`src/rtl/cte_pkg.sv`:
```
// Shared types, constants and helpers for the calendar time set editor.
// No dependencies; used by cte_update and calendar_time_set_editor.
package cte_pkg;

  localparam int NUM_FIELDS = 7;

  // Field positions in the time array, also the codes of the selected field
  localparam logic [2:0] FLD_YEAR    = 3'd0;
  localparam logic [2:0] FLD_MONTH   = 3'd1;
  localparam logic [2:0] FLD_DAY     = 3'd2;
  localparam logic [2:0] FLD_HOUR    = 3'd3;
  localparam logic [2:0] FLD_MINUTE  = 3'd4;
  localparam logic [2:0] FLD_SECOND  = 3'd5;
  localparam logic [2:0] FLD_WEEKDAY = 3'd6;

  // Event codes
  localparam logic [2:0] OP_TICK   = 3'd0;
  localparam logic [2:0] OP_MODE   = 3'd1;
  localparam logic [2:0] OP_SELECT = 3'd2;
  localparam logic [2:0] OP_UP     = 3'd3;
  localparam logic [2:0] OP_DOWN   = 3'd4;
  localparam logic [2:0] OP_LOAD   = 3'd5;

  localparam logic [6:0] YEAR_MAX    = 7'd99;
  localparam logic [6:0] MONTH_MAX   = 7'd12;
  localparam logic [6:0] HOUR_MAX    = 7'd23;
  localparam logic [6:0] MINSEC_MAX  = 7'd59;
  localparam logic [6:0] WEEKDAY_MAX = 7'd7;
  localparam logic [6:0] MONTH_FEB   = 7'd2;

  localparam logic [15:0] BLINK_PERIOD_RST = 16'd500;

  typedef logic [6:0] field_t;
  typedef field_t [NUM_FIELDS-1:0] fields_t;

  typedef struct packed {
    logic [2:0] opcode;
    logic [6:0] year_in;
    logic [3:0] month_in;
    logic [4:0] day_in;
    logic [4:0] hour_in;
    logic [5:0] minute_in;
    logic [5:0] second_in;
    logic [2:0] weekday_in;
  } item_t;

  typedef struct packed {
    fields_t     fields;
    logic        editing;
    logic [2:0]  sel;
    logic        blink;
    logic [15:0] tick;
  } state_t;

  typedef struct packed {
    fields_t    fields;
    logic [2:0] sel;
    logic       editing;
    logic       blink;
    logic       commit;
  } result_t;

  // Month length; anything outside 1..12 counts as a 31-day month
  function automatic logic [4:0] days_in_month(input logic [6:0] yr, input logic [6:0] mo);
    logic [4:0] len;
    case (mo)
      7'd4, 7'd6, 7'd9, 7'd11: len = 5'd30;
      MONTH_FEB:               len = (yr[1:0] == 2'b00) ? 5'd29 : 5'd28;
      default:                 len = 5'd31;
    endcase
    return len;
  endfunction

endpackage

```
`src/rtl/cte_update.sv`:
```
// Next-state logic of the calendar time set editor: applies one event to the state.
// Depends on cte_pkg.
module cte_update (
  input  cte_pkg::state_t state_i,
  input  cte_pkg::item_t  item_i,
  input  logic [15:0]     period_i,
  output cte_pkg::state_t state_o,
  output logic            commit_o
);

  cte_pkg::fields_t fields;
  cte_pkg::field_t  step;
  logic [4:0]       mdays;
  logic [15:0]      tick_inc;

  assign tick_inc = state_i.tick + 16'd1;

  always_comb begin
    state_o  = state_i;
    commit_o = 1'b0;
    fields   = state_i.fields;
    mdays    = 5'd31;
    step     = (item_i.opcode == cte_pkg::OP_UP) ? 7'd1 : 7'h7F;

    // bump the selected field with 7-bit wrap, then check every field
    for (int k = 0; k < cte_pkg::NUM_FIELDS; k++) begin
      if (state_i.sel == 3'(k)) begin
        fields[k] = fields[k] + step;
      end
    end

    case (item_i.opcode)
      cte_pkg::OP_TICK: begin
        if (tick_inc >= period_i) begin
          state_o.tick  = '0;
          state_o.blink = ~state_i.blink;
        end else begin
          state_o.tick = tick_inc;
        end
      end
      cte_pkg::OP_MODE: begin
        state_o.editing = ~state_i.editing;
        commit_o        = state_i.editing;
      end
      cte_pkg::OP_SELECT: begin
        if (state_i.editing) begin
          state_o.sel = (state_i.sel >= cte_pkg::FLD_WEEKDAY) ? cte_pkg::FLD_YEAR
                                                               : state_i.sel + 3'd1;
        end
      end
      cte_pkg::OP_UP: begin
        if (state_i.editing) begin
          if (fields[cte_pkg::FLD_YEAR] > cte_pkg::YEAR_MAX) fields[cte_pkg::FLD_YEAR] = 7'd0;
          if (fields[cte_pkg::FLD_MONTH] > cte_pkg::MONTH_MAX) fields[cte_pkg::FLD_MONTH] = 7'd1;
          mdays = cte_pkg::days_in_month(fields[cte_pkg::FLD_YEAR], fields[cte_pkg::FLD_MONTH]);
          if (fields[cte_pkg::FLD_DAY] > {2'b00, mdays}) fields[cte_pkg::FLD_DAY] = 7'd1;
          if (fields[cte_pkg::FLD_HOUR] > cte_pkg::HOUR_MAX) fields[cte_pkg::FLD_HOUR] = 7'd0;
          if (fields[cte_pkg::FLD_MINUTE] > cte_pkg::MINSEC_MAX) begin
            fields[cte_pkg::FLD_MINUTE] = 7'd0;
          end
          if (fields[cte_pkg::FLD_SECOND] > cte_pkg::MINSEC_MAX) begin
            fields[cte_pkg::FLD_SECOND] = 7'd0;
          end
          if (fields[cte_pkg::FLD_WEEKDAY] > cte_pkg::WEEKDAY_MAX) begin
            fields[cte_pkg::FLD_WEEKDAY] = 7'd1;
          end
          state_o.fields = fields;
        end
      end
      cte_pkg::OP_DOWN: begin
        if (state_i.editing) begin
          if (fields[cte_pkg::FLD_YEAR] > cte_pkg::YEAR_MAX) begin
            fields[cte_pkg::FLD_YEAR] = cte_pkg::YEAR_MAX;
          end
          if (fields[cte_pkg::FLD_MONTH] == 7'd0) fields[cte_pkg::FLD_MONTH] = cte_pkg::MONTH_MAX;
          mdays = cte_pkg::days_in_month(fields[cte_pkg::FLD_YEAR], fields[cte_pkg::FLD_MONTH]);
          if (fields[cte_pkg::FLD_DAY] == 7'd0) begin
            fields[cte_pkg::FLD_DAY] = {2'b00, mdays};
          end else if (fields[cte_pkg::FLD_DAY] > {2'b00, mdays}) begin
            fields[cte_pkg::FLD_DAY] = 7'd1;
          end
          if (fields[cte_pkg::FLD_HOUR] > cte_pkg::HOUR_MAX) begin
            fields[cte_pkg::FLD_HOUR] = cte_pkg::HOUR_MAX;
          end
          if (fields[cte_pkg::FLD_MINUTE] > cte_pkg::MINSEC_MAX) begin
            fields[cte_pkg::FLD_MINUTE] = cte_pkg::MINSEC_MAX;
          end
          if (fields[cte_pkg::FLD_SECOND] > cte_pkg::MINSEC_MAX) begin
            fields[cte_pkg::FLD_SECOND] = cte_pkg::MINSEC_MAX;
          end
          if (fields[cte_pkg::FLD_WEEKDAY] == 7'd0) begin
            fields[cte_pkg::FLD_WEEKDAY] = cte_pkg::WEEKDAY_MAX;
          end
          state_o.fields = fields;
        end
      end
      cte_pkg::OP_LOAD: begin
        if (!state_i.editing) begin
          state_o.fields[cte_pkg::FLD_YEAR]    = item_i.year_in;
          state_o.fields[cte_pkg::FLD_MONTH]   = {3'b000, item_i.month_in};
          state_o.fields[cte_pkg::FLD_DAY]     = {2'b00, item_i.day_in};
          state_o.fields[cte_pkg::FLD_HOUR]    = {2'b00, item_i.hour_in};
          state_o.fields[cte_pkg::FLD_MINUTE]  = {1'b0, item_i.minute_in};
          state_o.fields[cte_pkg::FLD_SECOND]  = {1'b0, item_i.second_in};
          state_o.fields[cte_pkg::FLD_WEEKDAY] = {4'b0000, item_i.weekday_in};
        end
      end
      default: begin
        // unused codes change nothing
      end
    endcase
  end

endmodule

```
`src/rtl/calendar_time_set_editor.sv`:
```
// Top level of the calendar time set editor: input register, state, result register.
// Depends on cte_pkg and cte_update.
//
// Usage:
//   Input channel (in_valid / in_stall) carries one event per transaction: a tick,
//   the mode, select, up or down key, or a load of a full time from in_*_in.
//   Result channel (out_valid / out_stall) returns exactly one transaction per
//   event, showing the time, selected field, edit mode and blink phase after
//   that event; out_commit is high on the result of the mode key that leaves
//   edit mode.
//   Configuration: cfg_blink_period is written when cfg_valid is high
//   (cfg_ready is always high); write it only while no event is in flight.
//   An accepted event goes from the input register to the result register;
//   throughput is one event per cycle while out_stall is low, set by the single
//   update stage between the two registers, which also writes the state.
//   Reset (rst_n low, synchronous) empties both registers and restores
//   year 0, month 1, day 1, weekday 1, display mode, blink period 500.
//   When the receiver stalls, the result holds and one more event is taken
//   into the input register; after that in_stall rises until the result leaves.
module calendar_time_set_editor (
  input  logic        clk,
  input  logic        rst_n,
  input  logic        in_valid,
  output logic        in_stall,
  input  logic [2:0]  in_opcode,
  input  logic [6:0]  in_year_in,
  input  logic [3:0]  in_month_in,
  input  logic [4:0]  in_day_in,
  input  logic [4:0]  in_hour_in,
  input  logic [5:0]  in_minute_in,
  input  logic [5:0]  in_second_in,
  input  logic [2:0]  in_weekday_in,
  output logic        out_valid,
  input  logic        out_stall,
  output logic [6:0]  out_year,
  output logic [3:0]  out_month,
  output logic [4:0]  out_day,
  output logic [4:0]  out_hour,
  output logic [5:0]  out_minute,
  output logic [5:0]  out_second,
  output logic [2:0]  out_weekday,
  output logic [2:0]  out_selected_field,
  output logic        out_editing,
  output logic        out_blink_on,
  output logic        out_commit,
  input  logic        cfg_valid,
  output logic        cfg_ready,
  input  logic [15:0] cfg_blink_period
);

  logic              in_vld_r;
  cte_pkg::item_t    item_r;
  cte_pkg::item_t    item_nxt;
  cte_pkg::state_t   state_r;
  cte_pkg::state_t   state_nxt;
  logic              commit_nxt;
  logic              out_vld_r;
  cte_pkg::result_t  res_r;
  logic [15:0]       period_r;
  logic              out_hold;
  logic              advance;

  assign out_hold  = out_vld_r && out_stall;
  assign advance   = in_vld_r && !out_hold;
  assign in_stall  = in_vld_r && out_hold;
  assign cfg_ready = 1'b1;

  assign item_nxt = '{opcode:     in_opcode,
                      year_in:    in_year_in,
                      month_in:   in_month_in,
                      day_in:     in_day_in,
                      hour_in:    in_hour_in,
                      minute_in:  in_minute_in,
                      second_in:  in_second_in,
                      weekday_in: in_weekday_in};

  cte_update u_update (
    .state_i  (state_r),
    .item_i   (item_r),
    .period_i (period_r),
    .state_o  (state_nxt),
    .commit_o (commit_nxt)
  );

  always_ff @(posedge clk) begin
    if (!rst_n) begin
      in_vld_r      <= 1'b0;
      out_vld_r     <= 1'b0;
      period_r      <= cte_pkg::BLINK_PERIOD_RST;
      // weekday down to year: weekday 1, day 1, month 1, the rest 0
      state_r.fields  <= {7'd1, 7'd0, 7'd0, 7'd0, 7'd1, 7'd1, 7'd0};
      state_r.editing <= 1'b0;
      state_r.sel     <= cte_pkg::FLD_YEAR;
      state_r.blink   <= 1'b0;
      state_r.tick    <= '0;
    end else begin
      if (cfg_valid && cfg_ready) begin
        period_r <= cfg_blink_period;
      end
      if (!in_stall) begin
        in_vld_r <= in_valid;
      end
      if (!out_hold) begin
        out_vld_r <= in_vld_r;
      end
      if (advance) begin
        state_r <= state_nxt;
      end
    end
  end

  // payload registers: no reset
  always_ff @(posedge clk) begin
    if (in_valid && !in_stall) begin
      item_r <= item_nxt;
    end
    if (advance) begin
      res_r.fields  <= state_nxt.fields;
      res_r.sel     <= state_nxt.sel;
      res_r.editing <= state_nxt.editing;
      res_r.blink   <= state_nxt.blink;
      res_r.commit  <= commit_nxt;
    end
  end

  assign out_valid          = out_vld_r;
  assign out_year           = res_r.fields[cte_pkg::FLD_YEAR];
  assign out_month          = res_r.fields[cte_pkg::FLD_MONTH][3:0];
  assign out_day            = res_r.fields[cte_pkg::FLD_DAY][4:0];
  assign out_hour           = res_r.fields[cte_pkg::FLD_HOUR][4:0];
  assign out_minute         = res_r.fields[cte_pkg::FLD_MINUTE][5:0];
  assign out_second         = res_r.fields[cte_pkg::FLD_SECOND][5:0];
  assign out_weekday        = res_r.fields[cte_pkg::FLD_WEEKDAY][2:0];
  assign out_selected_field = res_r.sel;
  assign out_editing        = res_r.editing;
  assign out_blink_on       = res_r.blink;
  assign out_commit         = res_r.commit;

endmodule
```
`config.mk`:
```
export PLATFORM = sky130hd
export DESIGN_NAME = calendar_time_set_editor
export DESIGN_NICKNAME = d
export VERILOG_FILES = /design/src/rtl/cte_pkg.sv /design/src/rtl/cte_update.sv /design/src/rtl/calendar_time_set_editor.sv
export SDC_FILE = /design/constraint.sdc
export NUM_CORES = 1
export LEC_CHECK = 0
export BUFFER_PORTS_ARGS = -buffer_cell sky130_fd_sc_hd__buf_2
export CAP_MARGIN = 20
export CORE_MARGIN = 1
export CORE_UTILIZATION = 59
export DETAILED_ROUTE_END_ITERATION = 10
export PLACE_DENSITY_LB_ADDON = 0.15
export SLEW_MARGIN = 30
export SYNTH_ARGS = -nofsm -noshare
export SYNTH_HDL_FRONTEND = slang
export SYNTH_SLANG_ARGS = --single-unit
```
`constraint.sdc`:
```
create_clock -name clk -period 6.3 [get_ports clk]
set_clock_uncertainty 0.15 [all_clocks]
set_input_delay 0.945 -clock clk [delete_from_list [all_inputs] [get_ports clk]]
set_output_delay 0.945 -clock clk [all_outputs]
set_load 0.03 [all_outputs]
```
==> results.py <==
metrics = {
    "outcome": {
        "status": "finished with violations",
        "violations": "design-rule violations",
    },
    "global_route": {
        "grt-ovfl-total": 0,
        "antenna_found_initial": 0,
        "grt_start_max_net_pins": 64,
        "grt_first_pass_wirelength_um": 47380,
        "grt_pass1_vias": 9368,
        "grt_usage": 0.3093,
    },
    "worst_setup_path": {
        "startpoint": "item_r[37]$_DFFE_PP_",
        "cp_max_fo": 27,
        "crit_path_start_kind": "register",
        "worstSetupPathType": "register to register",
        "required_ps": 6430,
        "rr_startpoint": "item_r[37]$_DFFE_PP_",
        "end_kind": "register",
        "worstPathArrival_ps": 5270,
    },
    "synthesis": {
        "synth_top_area_cell": "edfxtp_1",
        "synth_fp_nets": 1378,
        "synth_area_per_cell_um2": 8.759,
        "postSynthCellCount": 1250,
        "netlist_area_um2": 10950,
        "yosysWarnings": 0,
        "async_flop_share": 0,
        "seq_area_frac_synth": 0.3830,
        "synth_area_leaders": "edfxtp_1 (22%), dfxtp_1 (16%), ha_1 (7.0%), a21oi_1 (5.5%), o21ai_0 (4.3%)",
        "ys_types": 86,
        "synthFlopType": "dfxtp_1",
        "synth_edf_count": 81,
        "synth_top_area_share": 0.2221,
        "synth.ff_latch_count": 169,
    },
    "cells_and_area": {
        "diodes": 0,
        "post-route-util": 0.6764,
        "drive_gt1_frac": 0.1383,
        "final_common_cell": "a21oi_1",
        "nNetsFinal": 1445,
        "area.growth.synth_to_final_pct": 11.72,
        "final_cell_mix": "a21oi_1 (121), buf_2 (103), nor2_1 (98), nand2_1 (93), o21ai_0 (93)",
    },
    "clock_network": {
        "cts_tree": "yes",
        "hold_buffers": 0,
        "cts_resized": 0,
        "cts_sinks": 169,
        "cts_buffers": 17,
        "htreeDepth": 4,
        "clockRootBuffer": "clkbuf_16",
        "cts_setup_buffers": 0,
        "clk_pin_slew_ps": 70,
        "ctsLongestPathBuffers": 2,
        "clk_latency_ps": 440,
    },
    "sta": {
        "worstMarginPinSlew_ps": 957.1,
        "setup-violations-final": 0,
        "period_share": 0.8159,
        "hold_viol_final": 0,
        "slew_viol_final": 0,
        "slew_headroom": 0.3580,
        "layout_min_cycle_time_ps": 5140,
        "rsz0062_at_grt": "no",
        "clock.fmax_mhz": 194.6,
        "setup_tns_ps": 0,
    },
    "placement": {
        "place_congestion": 0.9412,
        "port_buffers": 103,
        "hpwl_um": 19680,
    },
    "power": {
        "sequentialPowerShare": 0.443,
        "p_sw_frac": 0.2925,
        "combinationalPowerShare": 0.180,
        "p_leak_nw": 5.010,
        "vdd_drop_max_uv": 204.1,
        "p_switching_uw": 829.0,
        "p_clk_frac": 0.378,
        "p_int_mw": 2.005,
        "cellPowerDensity_nw_per_um2": 231.7,
    },
    "route": {
        "vias": 10061,
        "drt-total-wl_um": 29380,
        "ant_nets": 0,
        "viasPerCell": 6.453,
        "firstDrtPassIters": 9,
        "detail_route.iter0.violations": 898,
        "drc_errors": 10,
        "wire_per_inst_um": 18.85,
    },
    "floorplan": {
        "die_x_um": 138.2,
        "die_h_um": 138.2,
        "start_util": 0.6054,
        "rows": 49,
        "core-area_um2": 18090,
        "die_area_um2": 19110,
        "num_io_pins": 105,
    },
    "worst_hold_path": {
        "hold_class": "register to register",
        "min_from": "state_r[1]$_SDFFE_PN0P_",
    },
    "flow_run": {
        "maxCapViolations": 0,
    },
}
-- state kept, by name, indices dropped and copies added, names as in the netlist, 5 cells and up --
name and count:
item_r 39, out_minute 6, out_second 6, state_r 70, period_r 16, out_day 5
out_hour 5, out_year 7
-- metrics by stage --
step | total power, mW | worst slack [ps] | std cells | hold slack, ps | instance area, um2
after floorplan | 1.640 | 917.4 | 1250 | 294.3 | 10950
after CTS | 2.836 | 1257 | 1559 | 323.4 | 12220
after global placement | 1.763 | 1459 | 1527 | 301.6 | 11610
final | 2.834 | 1160 | 1559 | 322.0 | 12230
after detailed placement | 1.774 | 1318 | 1527 | 314.0 | 11610
after global routing | 2.948 | 620.8 | 1559 | 358.6 | 12230
-- routing by layer --
layer | global-route usage | wire length, um | up-vias
li1 | - | - | 4837
met1 | 0.4128 | 12770 | 4726
met2 | 0.5005 | 13680 | 444
met3 | 0.05300 | 2214 | 54
met4 | 0.1254 | 721 | 0
met5 | 0 | 0 | -
-- cells in the mapped netlist, types with 13 or more instances --
cell type  count
nor2_1        99
nand2_1       93
ha_1          61
clkbuf_1      59
nand3_1       55
edfxtp_1      81
inv_1         53
a21o_1        21
a31oi_1       16
a211oi_1      18
xnor2_1       21
o211ai_1      13
o31ai_1       18
xor2_1        13
nor2b_1       18
dfxtp_1       88
nor3_1        20
a21oi_1      121
o21ai_0       93
and3_1        28
mux2i_1       20
nor4_1        13
o22ai_1       18
-- worst max-delay path, stage by stage, from the launching register on --
cell and delay, ps:
edfxtp_1 540, nand3b_4 380, ha_1 490, a211oi_1 120
nor3b_1 390, mux2i_1 280, o21ai_1 130, a211oi_2 600
nand2_1 230, inv_1 100, ha_1 230, a21oi_1 140
a21oi_1 80, o22a_1 310, a2111oi_0 440, o22ai_1 190
a31oi_1 180
-- logic make-up after synthesis --
logic type | Yosys count | synth area share
AO/OA/AOI/OAI | 431 | 0.2560
XOR/XNOR | 36 | 0.03017
adder cells (fa/ha/maj) | 68 | 0.08250
buffers and inverters | 128 | 0.04582
flip-flops | 169 | 0.3830
multiplexers | 22 | 0.02034
other | 1 | 0.0003425
AND/OR/NAND/NOR | 395 | 0.1818
-- power by group through the flow --
stage	combinational, mW	sequential [mW]	clock, mW
6_report	0.510	1.25	1.07
3_3_place_gp	0.486	1.28	0
2_1_floorplan	0.345	1.30	0
3_5_place_dp	0.497	1.28	0
4_1_cts	0.502	1.25	1.08
5_1_grt	0.558	1.26	1.13
-- layout make-up --
type / instances / area [um2]
flip-flops and latches: 169 / 4194
well taps: 229 / 286.5
fillers: 1439 / 5853
clock inverters: 10 / 90.09
inverters: 55 / 206.4
clock buffers: 22 / 521.8
multi-input cells: 953 / 6284
repair buffers: 121 / 650.6
-- worst paths after layout --
check,end,slack [ps],cells past startpoint
worst max-delay path,out_day[3]$_DFFE_PP_,1160,16
worst min-delay path,state_r[1]$_SDFFE_PN0P_,320,2
worst max register to register,out_day[3]$_DFFE_PP_,1160,16
worst min register to register,state_r[1]$_SDFFE_PN0P_,320,2
(Power assumes the default switching activity.)
